===== src/design/lths_pkg.sv =====
// Package with types, codes and constants of the level tracker.
`timescale 1ns / 1ps
`default_nettype none

package lths_pkg;

   // Default width of the millisecond timestamps.
   localparam int TIME_BITS_DEFAULT = 48;

   // Field widths of the transfers.
   localparam int LEVEL_IN_BITS = 16;
   localparam int LEVEL_BITS    = 15;
   localparam int STATUS_BITS   = 3;
   localparam int CSR_INDEX_BITS = 3;
   localparam int CSR_DATA_BITS  = 22;

   // Opcodes of an input transfer.
   localparam logic OP_MEASURE = 1'b0;
   localparam logic OP_TICK    = 1'b1;

   // Configuration register indexes.
   localparam logic [CSR_INDEX_BITS-1:0] CSR_REFERENCE_LEVEL = 3'd0;
   localparam logic [CSR_INDEX_BITS-1:0] CSR_TRACKING_RANGE  = 3'd1;
   localparam logic [CSR_INDEX_BITS-1:0] CSR_HYSTERESIS_BAND = 3'd2;
   localparam logic [CSR_INDEX_BITS-1:0] CSR_HOLD_TIME_MS    = 3'd3;
   localparam logic [CSR_INDEX_BITS-1:0] CSR_PHON_RATE       = 3'd4;
   localparam logic [CSR_INDEX_BITS-1:0] CSR_BYPASS_MODE     = 3'd5;

   // Configuration reset values.
   localparam logic signed [14:0] REFERENCE_LEVEL_RESET = 15'sd10880;
   localparam logic [12:0] TRACKING_RANGE_RESET  = 13'd1920;
   localparam logic [9:0]  HYSTERESIS_BAND_RESET = 10'd128;
   localparam logic [21:0] HOLD_TIME_MS_RESET    = 22'd30000;
   localparam logic [15:0] PHON_RATE_RESET       = 16'd242;

   // Timing and slew constants.
   localparam int STALE_MS      = 2000;
   localparam int ELAPSED_BITS  = 27;
   localparam int ELAPSED_MAX   = 1 << 26;
   localparam int PRODUCT_BITS  = 16 + ELAPSED_BITS;
   localparam int STEP_MAX      = 32767;
   localparam int STEP_BITS     = 15;
   localparam longint STEP_SAT_PRODUCT = 64'd32768000;
   localparam signed [15:0] LEVEL_MIN = -16'sd16384;

   // Reciprocal of 1000 scaled by 2**35, exact for dividends below 2**25.
   localparam int QUOT_IN_BITS = 25;
   localparam int RECIP_BITS   = 26;
   localparam int RECIP_SHIFT  = 35;
   localparam logic [RECIP_BITS-1:0] RECIP_1000 = 26'd34359739;

   // Status codes of a result transfer.
   typedef enum logic [STATUS_BITS-1:0] {
      STATUS_WAITING   = 3'd0,
      STATUS_BYPASSED  = 3'd1,
      STATUS_RELEASING = 3'd2,
      STATUS_STALE     = 3'd3,
      STATUS_TRACKING  = 3'd4
   } status_type;

   // Control word that travels with an item down the pipeline.
   typedef struct packed {
      logic                  meas_update;
      logic                  first;
      logic                  tick_active;
      logic                  pull;
      logic                  elapsed_nz;
      status_type            status;
      logic signed [LEVEL_BITS-1:0] level;
   } stage_ctl_type;

endpackage

`default_nettype wire


===== src/design/level_tracker_hysteresis_slew_core.sv =====
// Loudness level tracker with hysteresis deadband and slew-rate limit.
//
// Usage: the req_ channel carries one item per transfer, either a level
// measurement (opcode 0) or a time tick (opcode 1), each with a millisecond
// timestamp. Every accepted item gives exactly one result on the rsp_
// channel: status, target level, tracked level and a curve refresh flag.
// Registers are written on the csr_ channel, which is always ready; write
// them only while no item is in flight.
// A new item is taken in every cycle while req_stall is low. The pipeline
// registers are the input register, time and status decode, rate times
// elapsed multiply, and the division by 1000 done as a reciprocal multiply,
// then the result register, ahead of which the target and tracked levels
// are updated. When the receiver stalls, the result register holds; stages
// behind it keep filling until the pipeline is full, and only then is
// req_stall raised.
// Reset (synchronous, active high) empties the pipeline, returns the
// registers to their defaults and sets both levels to 10880.
`timescale 1ns / 1ps
`default_nettype none

module level_tracker_hysteresis_slew_core #(
   parameter int TIME_BITS = lths_pkg::TIME_BITS_DEFAULT
) (
   input  wire logic                                   clock,
   input  wire logic                                   reset,
   // Input item channel
   input  wire logic                                   req_valid,
   output logic                                        req_stall,
   input  wire logic                                   req_opcode,
   input  wire logic signed [lths_pkg::LEVEL_IN_BITS-1:0] req_level,
   input  wire logic                                   req_level_valid,
   input  wire logic [TIME_BITS-1:0]                   req_timestamp_ms,
   // Result channel
   output logic                                        rsp_valid,
   input  wire logic                                   rsp_stall,
   output logic [lths_pkg::STATUS_BITS-1:0]            rsp_status,
   output logic signed [lths_pkg::LEVEL_BITS-1:0]      rsp_target_level,
   output logic signed [lths_pkg::LEVEL_BITS-1:0]      rsp_tracked_level,
   output logic                                        rsp_curve_refresh,
   // Configuration write channel
   input  wire logic                                   csr_valid,
   output logic                                        csr_ready,
   input  wire logic [lths_pkg::CSR_INDEX_BITS-1:0]    csr_index,
   input  wire logic [lths_pkg::CSR_DATA_BITS-1:0]     csr_data
);

   import lths_pkg::*;

   localparam logic [TIME_BITS-1:0] ELAPSED_CAP = TIME_BITS'(ELAPSED_MAX);
   localparam logic [TIME_BITS-1:0] STALE_LIMIT = TIME_BITS'(STALE_MS);

   // Configuration registers
   logic signed [14:0] reference_level_ff;
   logic [12:0]        tracking_range_ff;
   logic [9:0]         hysteresis_band_ff;
   logic [21:0]        hold_time_ms_ff;
   logic [15:0]        phon_rate_ff;
   logic               bypass_mode_ff;

   // Pipeline valids and enables
   logic s0_valid_ff, s1_valid_ff, s2_valid_ff, s3_valid_ff, rsp_valid_ff;
   logic en0, en1, en2, en3, en_out;

   // Input register
   logic                            s0_opcode_ff;
   logic signed [LEVEL_IN_BITS-1:0] s0_level_ff;
   logic                            s0_level_valid_ff;
   logic [TIME_BITS-1:0]            s0_ts_ff;

   // Time and status state
   status_type           mode_status_ff, mode_status_in;
   logic                 seen_ff, seen_in;
   logic [TIME_BITS-1:0] measure_time_ff, measure_time_in;
   logic [TIME_BITS-1:0] advance_time_ff, advance_time_in;

   // Stage data
   stage_ctl_type            s1_ctl_in, s1_ctl_ff, s2_ctl_ff, s3_ctl_ff;
   logic [ELAPSED_BITS-1:0]  s1_elapsed_in, s1_elapsed_ff;
   logic [PRODUCT_BITS-1:0]  s2_product_ff;
   logic [STEP_BITS-1:0]     s3_step_in, s3_step_ff;

   // Level state and result registers
   logic signed [15:0] target_ff, target_in;
   logic signed [15:0] tracked_ff, tracked_in;
   logic [STATUS_BITS-1:0]       rsp_status_ff;
   logic signed [LEVEL_BITS-1:0] rsp_target_ff, rsp_tracked_ff;
   logic                         rsp_refresh_ff, refresh_in;

   // Handshake: a stage takes an item when it is empty or its item moves on.
   assign en_out    = !rsp_valid_ff || !rsp_stall;
   assign en3       = !s3_valid_ff || en_out;
   assign en2       = !s2_valid_ff || en3;
   assign en1       = !s1_valid_ff || en2;
   assign en0       = !s0_valid_ff || en1;
   assign req_stall = !en0;
   assign csr_ready = 1'b1;

   // Configuration writes.
   always_ff @(posedge clock) begin
      if (reset) begin
         reference_level_ff <= REFERENCE_LEVEL_RESET;
         tracking_range_ff  <= TRACKING_RANGE_RESET;
         hysteresis_band_ff <= HYSTERESIS_BAND_RESET;
         hold_time_ms_ff    <= HOLD_TIME_MS_RESET;
         phon_rate_ff       <= PHON_RATE_RESET;
         bypass_mode_ff     <= 1'b0;
      end else if (csr_valid && csr_ready) begin
         case (csr_index)
            CSR_REFERENCE_LEVEL: reference_level_ff <= csr_data[14:0];
            CSR_TRACKING_RANGE:  tracking_range_ff  <= csr_data[12:0];
            CSR_HYSTERESIS_BAND: hysteresis_band_ff <= csr_data[9:0];
            CSR_HOLD_TIME_MS:    hold_time_ms_ff    <= csr_data[21:0];
            CSR_PHON_RATE:       phon_rate_ff       <= csr_data[15:0];
            CSR_BYPASS_MODE:     bypass_mode_ff     <= csr_data[0];
            default: begin
            end
         endcase
      end
   end

   // Valid bits of the pipeline.
   always_ff @(posedge clock) begin
      if (reset) begin
         s0_valid_ff  <= 1'b0;
         s1_valid_ff  <= 1'b0;
         s2_valid_ff  <= 1'b0;
         s3_valid_ff  <= 1'b0;
         rsp_valid_ff <= 1'b0;
      end else begin
         if (en0)    s0_valid_ff  <= req_valid;
         if (en1)    s1_valid_ff  <= s0_valid_ff;
         if (en2)    s2_valid_ff  <= s1_valid_ff;
         if (en3)    s3_valid_ff  <= s2_valid_ff;
         if (en_out) rsp_valid_ff <= s3_valid_ff;
      end
   end

   // Input register.
   always_ff @(posedge clock) begin
      if (en0) begin
         s0_opcode_ff      <= req_opcode;
         s0_level_ff       <= req_level;
         s0_level_valid_ff <= req_level_valid;
         s0_ts_ff          <= req_timestamp_ms;
      end
   end

   // Stage 1: elapsed time, silence time, status and level clamp.
   logic [TIME_BITS-1:0] elapsed_raw, since;
   logic signed [15:0]   ref_ext, floor_raw, floor_lvl, clamp_lvl;

   always_comb begin
      ref_ext   = {reference_level_ff[14], reference_level_ff};
      floor_raw = ref_ext - $signed({3'b000, tracking_range_ff});
      floor_lvl = (floor_raw < LEVEL_MIN) ? LEVEL_MIN : floor_raw;
      clamp_lvl = s0_level_ff;
      if (clamp_lvl < floor_lvl) clamp_lvl = floor_lvl;
      if (clamp_lvl > ref_ext) clamp_lvl = ref_ext;

      if ((advance_time_ff != '0) && (s0_ts_ff > advance_time_ff)) begin
         elapsed_raw = s0_ts_ff - advance_time_ff;
      end else begin
         elapsed_raw = '0;
      end
      if (elapsed_raw > ELAPSED_CAP) begin
         s1_elapsed_in = ELAPSED_CAP[ELAPSED_BITS-1:0];
      end else begin
         s1_elapsed_in = elapsed_raw[ELAPSED_BITS-1:0];
      end

      since = (s0_ts_ff >= measure_time_ff) ? (s0_ts_ff - measure_time_ff) : '0;
   end

   always_comb begin
      s1_ctl_in        = '0;
      s1_ctl_in.status = mode_status_ff;
      s1_ctl_in.level  = clamp_lvl[LEVEL_BITS-1:0];
      mode_status_in   = mode_status_ff;
      seen_in          = seen_ff;
      measure_time_in  = measure_time_ff;
      advance_time_in  = advance_time_ff;
      if (s0_valid_ff) begin
         if (s0_opcode_ff == OP_TICK) begin
            advance_time_in      = s0_ts_ff;
            s1_ctl_in.elapsed_nz = (elapsed_raw != '0);
            if (bypass_mode_ff) begin
               s1_ctl_in.status      = STATUS_BYPASSED;
               s1_ctl_in.pull        = 1'b1;
               s1_ctl_in.tick_active = 1'b1;
            end else if (!seen_ff) begin
               s1_ctl_in.status = STATUS_WAITING;
            end else begin
               s1_ctl_in.tick_active = 1'b1;
               if (since > TIME_BITS'(hold_time_ms_ff)) begin
                  s1_ctl_in.status = STATUS_RELEASING;
                  s1_ctl_in.pull   = 1'b1;
               end else if (since > STALE_LIMIT) begin
                  s1_ctl_in.status = STATUS_STALE;
               end else begin
                  s1_ctl_in.status = STATUS_TRACKING;
               end
            end
            mode_status_in = s1_ctl_in.status;
         end else if (s0_level_valid_ff) begin
            s1_ctl_in.meas_update = 1'b1;
            s1_ctl_in.first       = !seen_ff;
            seen_in               = 1'b1;
            measure_time_in       = s0_ts_ff;
         end
      end
   end

   // Time and status state, updated as an item enters stage 1.
   always_ff @(posedge clock) begin
      if (reset) begin
         mode_status_ff  <= STATUS_WAITING;
         seen_ff         <= 1'b0;
         measure_time_ff <= '0;
         advance_time_ff <= '0;
      end else if (en1) begin
         mode_status_ff  <= mode_status_in;
         seen_ff         <= seen_in;
         measure_time_ff <= measure_time_in;
         advance_time_ff <= advance_time_in;
      end
   end

   always_ff @(posedge clock) begin
      if (en1) begin
         s1_ctl_ff     <= s1_ctl_in;
         s1_elapsed_ff <= s1_elapsed_in;
      end
   end

   // Stage 2: rate times elapsed milliseconds.
   always_ff @(posedge clock) begin
      if (en2) begin
         s2_ctl_ff     <= s1_ctl_ff;
         s2_product_ff <= PRODUCT_BITS'(phon_rate_ff) * PRODUCT_BITS'(s1_elapsed_ff);
      end
   end

   // Stage 3: divide by 1000 through the reciprocal and saturate the step.
   logic [QUOT_IN_BITS+RECIP_BITS-1:0] recip_product;

   always_comb begin
      recip_product = (QUOT_IN_BITS + RECIP_BITS)'(s2_product_ff[QUOT_IN_BITS-1:0])
                    * (QUOT_IN_BITS + RECIP_BITS)'(RECIP_1000);
      if (s2_product_ff >= PRODUCT_BITS'(STEP_SAT_PRODUCT)) begin
         s3_step_in = STEP_BITS'(STEP_MAX);
      end else begin
         s3_step_in = recip_product[RECIP_SHIFT+STEP_BITS-1:RECIP_SHIFT];
      end
   end

   always_ff @(posedge clock) begin
      if (en3) begin
         s3_ctl_ff  <= s2_ctl_ff;
         s3_step_ff <= s3_step_in;
      end
   end

   // Final stage: hysteresis update of the target and slew of the tracked level.
   logic signed [15:0] lvl_ext, hyst_ext, step_ext, tgt_new;
   logic signed [16:0] diff, err;
   logic [16:0]        abs_diff, abs_err;

   always_comb begin
      lvl_ext    = {s3_ctl_ff.level[LEVEL_BITS-1], s3_ctl_ff.level};
      hyst_ext   = $signed({6'b000000, hysteresis_band_ff});
      step_ext   = $signed({1'b0, s3_step_ff});
      target_in  = target_ff;
      tracked_in = tracked_ff;
      refresh_in = 1'b0;

      diff     = {lvl_ext[15], lvl_ext} - {target_ff[15], target_ff};
      abs_diff = diff[16] ? 17'(-diff) : 17'(diff);

      tgt_new = s3_ctl_ff.pull ? ref_ext : target_ff;
      err     = {tgt_new[15], tgt_new} - {tracked_ff[15], tracked_ff};
      abs_err = err[16] ? 17'(-err) : 17'(err);

      if (s3_valid_ff) begin
         if (s3_ctl_ff.meas_update) begin
            if (s3_ctl_ff.first) begin
               target_in  = lvl_ext;
               tracked_in = ref_ext;
               refresh_in = 1'b1;
            end else if (abs_diff > {7'b0000000, hysteresis_band_ff}) begin
               target_in = (diff > 17'sd0) ? (lvl_ext - hyst_ext) : (lvl_ext + hyst_ext);
            end
         end else if (s3_ctl_ff.tick_active) begin
            target_in = tgt_new;
            if (s3_ctl_ff.elapsed_nz) begin
               refresh_in = 1'b1;
               if (abs_err <= {2'b00, s3_step_ff}) begin
                  tracked_in = tgt_new;
               end else if (err > 17'sd0) begin
                  tracked_in = tracked_ff + step_ext;
               end else begin
                  tracked_in = tracked_ff - step_ext;
               end
            end
         end
      end
   end

   always_ff @(posedge clock) begin
      if (reset) begin
         target_ff  <= {REFERENCE_LEVEL_RESET[14], REFERENCE_LEVEL_RESET};
         tracked_ff <= {REFERENCE_LEVEL_RESET[14], REFERENCE_LEVEL_RESET};
      end else if (en_out) begin
         target_ff  <= target_in;
         tracked_ff <= tracked_in;
      end
   end

   // Result register.
   always_ff @(posedge clock) begin
      if (en_out) begin
         rsp_status_ff  <= s3_ctl_ff.status;
         rsp_target_ff  <= target_in[LEVEL_BITS-1:0];
         rsp_tracked_ff <= tracked_in[LEVEL_BITS-1:0];
         rsp_refresh_ff <= refresh_in;
      end
   end

   assign rsp_valid         = rsp_valid_ff;
   assign rsp_status        = rsp_status_ff;
   assign rsp_target_level  = rsp_target_ff;
   assign rsp_tracked_level = rsp_tracked_ff;
   assign rsp_curve_refresh = rsp_refresh_ff;

endmodule

`default_nettype wire


===== config.mk =====
export PLATFORM = sky130hd
export DESIGN_NAME = level_tracker_hysteresis_slew_core
export DESIGN_NICKNAME = d
export VERILOG_FILES = /design/src/design/lths_pkg.sv /design/src/design/level_tracker_hysteresis_slew_core.sv
export SDC_FILE = /design/constraint.sdc
export NUM_CORES = 2
export LEC_CHECK = 0
export BUFFER_PORTS_ARGS = -buffer_cell sky130_fd_sc_hd__buf_2
export CORE_UTILIZATION = 25
export DETAILED_ROUTE_END_ITERATION = 7
export GPL_TIMING_DRIVEN = 0
export HOLD_SLACK_MARGIN = 0.08
export PLACE_DENSITY = 0.46
export SETUP_SLACK_MARGIN = 0.3
export SLEW_MARGIN = 20
export SYNTH_ARGS = -nofsm -noshare
export SYNTH_HDL_FRONTEND = slang
export SYNTH_SLANG_ARGS = --single-unit

===== constraint.sdc =====
create_clock -name clock -period 14.8 [get_ports clock]
set_clock_uncertainty 0.05 [all_clocks]
set_input_delay 1.48 -clock clock [delete_from_list [all_inputs] [get_ports clock]]
set_output_delay 1.48 -clock clock [all_outputs]
set_load 0.03 [all_outputs]

# Word level (Yosys, flattened, before mapping)

Cells that the tools add are included.

Bits in registers: 468
Logic and storage cells: 154

Add/sub/neg operators: 11
Multiply operators: 2
Order comparisons: 13
Equality and inequality tests: 7
Mux-type cells: 35
Bitwise logic cells: 3
Reductions and logical operators: 32

Operators by type and width:

| operator                                                                 | number |
|---|---|
| 16-bit two-way mux                                                       | 14 |
| 48-bit two-way mux                                                       | 2 |
| 48-bit nonzero test                                                      | 2 |
| 48-bit subtractor                                                        | 2 |
| 25-bit by 26-bit multiplier with 50-bit output (second input constant)   | 1 |
| 48-bit >= comparator                                                     | 1 |
| 48-bit by 11-bit > comparator with 1-bit output (second input constant)  | 1 |
| 48-bit by 22-bit > comparator with 1-bit output                          | 1 |
| 48-bit by 27-bit > comparator with 1-bit output (second input constant)  | 1 |
| 48-bit > comparator                                                      | 1 |
| 15-bit two-way mux                                                       | 3 |
| 43-bit by 25-bit >= comparator with 1-bit output (second input constant) | 1 |
| 16-bit by 27-bit multiplier with 43-bit output                           | 1 |
| 17-bit by 1-bit > comparator with 1-bit output (second input constant)   | 2 |
| 17-bit two-way mux                                                       | 2 |
| 17-bit negator                                                           | 2 |
| 3-bit two-way mux                                                        | 6 |
| 17-bit by 10-bit > comparator with 1-bit output                          | 1 |
| 17-bit by 15-bit less-or-equal comparator with 1-bit output              | 1 |
| 15-bit by 16-bit subtractor with 17-bit output                           | 1 |
| 16-bit by 16-bit subtractor with 17-bit output                           | 1 |
| 15-bit by 11-bit adder with 16-bit output                                | 1 |
| 16-bit adder                                                             | 1 |
| 16-bit by 15-bit > comparator with 1-bit output                          | 1 |
| 24 further kinds                                                         | 53 |

# Depth between registers and ports, before layout

Depth in word-level cells: 10
Gate-level depth with buffers: 40
Gate-level depth less buffers: 35

# Worst setup path before layout

OpenSTA, ideal clock, no wires.

Kind: input-to-output
Start point: input rsp_stall
End point: output req_stall
Arrival time: 6169 ps
Slack: 7101 ps
Stages: 6
Buffers on the path: 1
Cell sequence: and2_1 clkbuf_1 nand3_1 nor2_1 nand2_1 inv_1

Word-level cells in the longest chain between the ends: 7

RTL lines:

| what               | line                                     | RTL |
|---|---|---|
| start: declaration | level_tracker_hysteresis_slew_core.sv:35 | `input wire logic rsp_stall,` |
| 1-bit zero test    | level_tracker_hysteresis_slew_core.sv:90 | `assign en_out = !rsp_valid_ff \|\| !rsp_stall;` |
| 1-bit logical OR   | level_tracker_hysteresis_slew_core.sv:90 |  |
| 1-bit logical OR   | level_tracker_hysteresis_slew_core.sv:91 | `assign en3 = !s3_valid_ff \|\| en_out;` |
| 1-bit logical OR   | level_tracker_hysteresis_slew_core.sv:92 | `assign en2 = !s2_valid_ff \|\| en3;` |
| via en2            | level_tracker_hysteresis_slew_core.sv:62 | `logic en0, en1, en2, en3, en_out;` |
| 1-bit logical OR   | level_tracker_hysteresis_slew_core.sv:93 | `assign en1 = !s1_valid_ff \|\| en2;` |
| 1-bit logical OR   | level_tracker_hysteresis_slew_core.sv:94 | `assign en0 = !s0_valid_ff \|\| en1;` |
| 1-bit zero test    | level_tracker_hysteresis_slew_core.sv:95 | `assign req_stall = !en0;` |
| end: declaration   | level_tracker_hysteresis_slew_core.sv:28 | `output logic req_stall,` |

The timed path passes the listed nets, and every way through them passes these cells.

# Final worst setup path

Start point: register reference_level_ff[0]
End point: register s1_ctl_ff[8] (netlist bit) (data pin)

Word-level cells in the longest chain between the ends: 7

RTL lines:

| what                                                    | line                                      | RTL |
|---|---|---|
| start: declaration                                      | level_tracker_hysteresis_slew_core.sv:53  | `logic signed [14:0] reference_level_ff;` |
| start signal: assignment                                | level_tracker_hysteresis_slew_core.sv:109 | `CSR_REFERENCE_LEVEL: reference_level_ff <= csr_data[14:0];` |
| 15-bit by 14-bit subtractor with 16-bit output          | level_tracker_hysteresis_slew_core.sv:154 | `floor_raw = ref_ext - $signed({3'b000, tracking_range_ff});` |
| 16-bit by 15-bit less-than comparator with 1-bit output | level_tracker_hysteresis_slew_core.sv:155 | `floor_lvl = (floor_raw < LEVEL_MIN) ? LEVEL_MIN : floor_raw;` |
| 16-bit two-way mux                                      | level_tracker_hysteresis_slew_core.sv:155 |  |
| 16-bit less-than comparator                             | level_tracker_hysteresis_slew_core.sv:157 | `if (clamp_lvl < floor_lvl) clamp_lvl = floor_lvl;` |
| 16-bit two-way mux                                      | level_tracker_hysteresis_slew_core.sv:157 |  |
| 16-bit by 15-bit > comparator with 1-bit output         | level_tracker_hysteresis_slew_core.sv:158 | `if (clamp_lvl > ref_ext) clamp_lvl = ref_ext;` |
| 15-bit two-way mux (*)                                  | level_tracker_hysteresis_slew_core.sv:158 |  |
| via clamp_lvl[8]                                        | level_tracker_hysteresis_slew_core.sv:150 | `logic signed [15:0] ref_ext, floor_raw, floor_lvl, clamp_lvl;` |
| end signal: assignment                                  | level_tracker_hysteresis_slew_core.sv:230 | `s1_ctl_ff <= s1_ctl_in;` |
| end: declaration                                        | level_tracker_hysteresis_slew_core.sv:77  | `stage_ctl_type s1_ctl_in, s1_ctl_ff, s2_ctl_ff, s3_ctl_ff;` |

The timed path passes the listed nets; every way through them passes the cells marked *.
A chain may end at the register's enable or synchronous reset.

==> PnR_summary.wiki <==
{| class="wikitable"
! Metric !! Value
|-
| Max capacitance violation total || 0
|-
| Number of global-route vias before repair || approximately 44k
|-
| Pin count of the biggest net entering global routing || 53
|-
| GRT Total Usage || 0.160
|-
| WL/cell || around 19 um
|-
| Highest ir drop seen on vdd || 0.0893 mV
|-
| Overall die height || ~460 um
|-
| Data arrival, critical path || between 9 and 10 ns
|-
| Slew Limit Fails || 0
|-
| Power density over the cells || 71.8 mW/mm2
|-
| Met3 routed wirelength || about 8200 um
|-
| Cell chosen for the clock root || clkbuf_16
|-
| H-tree lvl count || 2
|-
| Most frequently used flop master after synthesis || edfxtp_1
|-
| Share of final-layout standard cells stronger than drive strength 1 || 0.0551
|-
| Endpoint class of the critical path || flip-flop
|-
| Share of the synthesized area in the top cell type || 0.209
|-
| Area growth, synth to finish || 11.9%
|-
| Critical path class || flip-flop to flip-flop
|-
| Share of async-settable or async-resettable flops after synthesis || 0
|-
| Antenna violations before repair || 8
|-
| Number of instances in the synthesized netlist || roughly 6k
|-
| Number of hold buffers added after cts || 0
|-
| Ports || about 130
|-
| Die boundary width || 465 um
|-
| Worst slew margin || 0.288
|-
| Met2 wire length || ~80000 um
|-
| Routability cong. || around 0.9
|-
| Run status || finished, violations left
|-
| Clock-pin transition on the worst setup and hold timing paths || 0.06 ns
|-
| Yosys top cell by area || fa_1
|-
| Top fanout value on the critical path || 10
|-
| Setup TNS Final || 0 ns
|-
| Total non-filler cell area in the finished layout || between 0.05 and 0.06 mm2
|-
| Crit path max-delay family || compound AO/OA/AOI/OAI gates
|-
| Hold_sp || s2_ctl_ff[14]
|-
| Startpoint types || flip-flop
|-
| Net count of the finished layout || about 7.5k
|-
| Mapped Avg Cell Area || about 9 um2
|-
| Number of clock sinks seen by CTS || approximately 470
|-
| Crit path time final || approximately 9.2 ns
|-
| Synthesized flop and latch total || 468
|-
| Vias || roughly 43k
|-
| Portion of the clock cycle consumed by the worst path in the final layout || 0.620
|-
| Failing checks || DRC
|-
| TritonCTS clock tree || yes
|-
| Slowest Stage Delay on Critical Path || 0.71 ns
|-
| Most frequent CP cell || o21ai_0
|-
| Top routing layer in use || met4
|-
| Proportion of synthesized chip area in sequential cells || 0.223
|-
| Port bufs || roughly 130
|-
| DP Wirelength || 145000 um
|-
| Core area || about 0.21 mm2
|-
| Class of the most critical hold timing path || flip-flop to flip-flop
|-
| Final-report hold violation count || 0
|-
| TritonCTS buffer count || 56
|-
| Top cell types by occurrence after synthesis || inv_1 (957), nand2_1 (860), ha_1 (626)
|-
| Synthesis warning total || 0
|-
| Most instantiated library cell after synthesis || inv_1
|-
| Count of final setup violators || 0
|-
| Cell Rows || 169
|-
| Critical R2R Launch || reference_level_ff[0]
|-
| Clk buf depth || 3
|-
| Cell type of the slowest stage on the worst timing path || dfxtp_1
|-
| Minimum setup slack after placement || 5.79 ns
|-
| Sum of buffers and inverters on the critical path || 7
|-
| Syn nets || around 7.3k
|-
| WP data required || around 15 ns
|-
| Max Clock Freq || 109 MHz
|-
| Drt first pass iters || 8
|-
| Routed vias/inst || roughly 4.7
|-
| Number of antenna-violating nets in the routed design || 0
|-
| Total leakage power || 26.4 nW
|-
| Final routed DRC violation total || 3
|-
| Initial core utilization || 0.252
|-
| CTS-repair resized insts || 0
|-
| Drt initial violations || 2677
|-
| Origin of the worst setup path || reference_level_ff[0]
|-
| Synth cell types || between 100 and 150
|-
| Worst Slack Setup Final || around 5.6 ns
|-
| Global route overflow || 0
|-
| First-pass GRT wire length || around 270000 um
|-
| Final core area utilization || 0.282
|-
| Setup fix buffers added after clock tree synthesis || 0
|-
| Clock insertion delay at the later pin of the skew report || about 0.68 ns
|-
| Worst Tran Pin Value || ~1.1 ns
|-
| Wire length reported by the detailed router || ~170000 um
|-
| Metal-1 WL || between 80000 and 90000 um
|-
| Area of the mapped netlist || 0.0535 mm2
|-
| DIE AREA || between 0.2 and 0.25 mm2
|-
| Count of flip-flops with a built-in enable after synthesis || approximately 250
|-
| Setup repair after global routing missed its margin || false
|-
| Post-DP Area || approximately 0.058 mm2
|-
| Top area cells in the synthesized netlist || fa_1 (21%), ha_1 (15%), edfxtp_1 (14%), dfxtp_1 (8.0%), inv_1 (6.7%)
|}
[cell usage in the layout (no fill, tap or decap), types with 46 or more instances in the layout]
| cell type | count |
|---|---|
| nand2_1 | 858 |
| clkbuf_1 | 210 |
| clkbuf_16 | 56 |
| buf_2 | 141 |
| and2_1 | 171 |
| nor2b_1 | 46 |
| ha_1 | 626 |
| edfxtp_1 | 254 |
| xor2_1 | 63 |
| inv_1 | 956 |
| dfxtp_1 | 214 |
| nand4_1 | 66 |
| a31oi_1 | 54 |
| nand3_1 | 95 |
| o21a_1 | 53 |
| xnor2_1 | 147 |
| a21o_1 | 121 |
| fa_1 | 559 |
| nor2_1 | 225 |
| a21oi_1 | 407 |
| nor3_1 | 79 |
| o21ai_0 | 169 |
[sequential cells by signal (all words and copies together), names as in the netlist, 16 cells and up]
name             cells
advance_time_ff     48
hold_time_ms_ff     22
measure_time_ff     48
phon_rate_ff        16
s0_level_ff         16
s0_ts_ff            48
s1_ctl_ff           23
s1_elapsed_ff       27
s2_ctl_ff           23
s2_product_ff       43
target_ff           16
tracked_ff          16
[worst reg2reg max path: cells and delay by family (launching register included)]
| family | cells | cell delay (ns) |
|---|---|---|
| buf+inv | 7 | 1.94 |
| compound gates | 19 | 3.80 |
| mux | 2 | 0.93 |
| flops | 1 | 0.71 |
| fa+ha+maj | 4 | 1.11 |
| simple gates | 3 | 0.39 |
[through the flow]
step	total power (W)	hold slack, ns	cells
floorplan	0.00239	0.350	6004
global placement	0.00276	0.354	8956
detailed placement	0.00278	0.355	8960
CTS	0.00434	0.368	9065
global route	0.00453	0.374	9067
finish	0.00430	0.368	9067
[where the power goes]
part	switching, W	internal [W]
Combinational	0.000797	0.000492
Clock	0.000621	0.000908
Sequential	0.0000596	0.00142
Total	0.00148	0.00282
[logic make-up (layout without fill, tap and decap cells)]
group,after synthesis,in the layout,synth area share
adder cells (fa/ha/maj),1185,1185,0.355
XOR/XNOR,212,212,0.0352
buffers and inverters,1186,1426,0.0840
flip-flops,468,468,0.223
AO/OA/AOI/OAI,1141,1141,0.138
other,1,3,0.0000701
multiplexers,48,48,0.00963
AND/OR/NAND/NOR,1763,1763,0.155
[per-layer routing]
| metal | track usage | vias to the layer above |
|---|---|---|
| met1 | 0.223 | 21100 |
| li1 | - | 20500 |
| met2 | 0.265 | 1010 |
| met3 | 0.0159 | 186 |
| met5 | 0 | - |
| met4 | 0.0390 | 0 |
[worst paths after layout]
| kind | end | slack [ns] | cells after the start |
|---|---|---|---|
| hold reg to reg | lvl_ext[14] | 0.37 | 0 |
| hold / removal | lvl_ext[14] | 0.37 | 0 |
| setup reg to reg | s1_ctl_ff[8] | 5.63 | 35 |
| setup / recovery | s1_ctl_ff[8] | 5.63 | 35 |
[layout make-up]
cell class | count | area [um2]
multi-input cells | 4350 | 37200
clock buffers | 67 | 1460
well taps | 2821 | 3530
plain buffers | 226 | 897
repair buffers | 135 | 758
fillers | 22700 | 153000
diodes | 2 | 5.00
clock inverters | 38 | 553
inverters | 960 | 3610
flip-flops and latches | 468 | 11900
No activity file was read; power rests on OpenSTA's default activity.
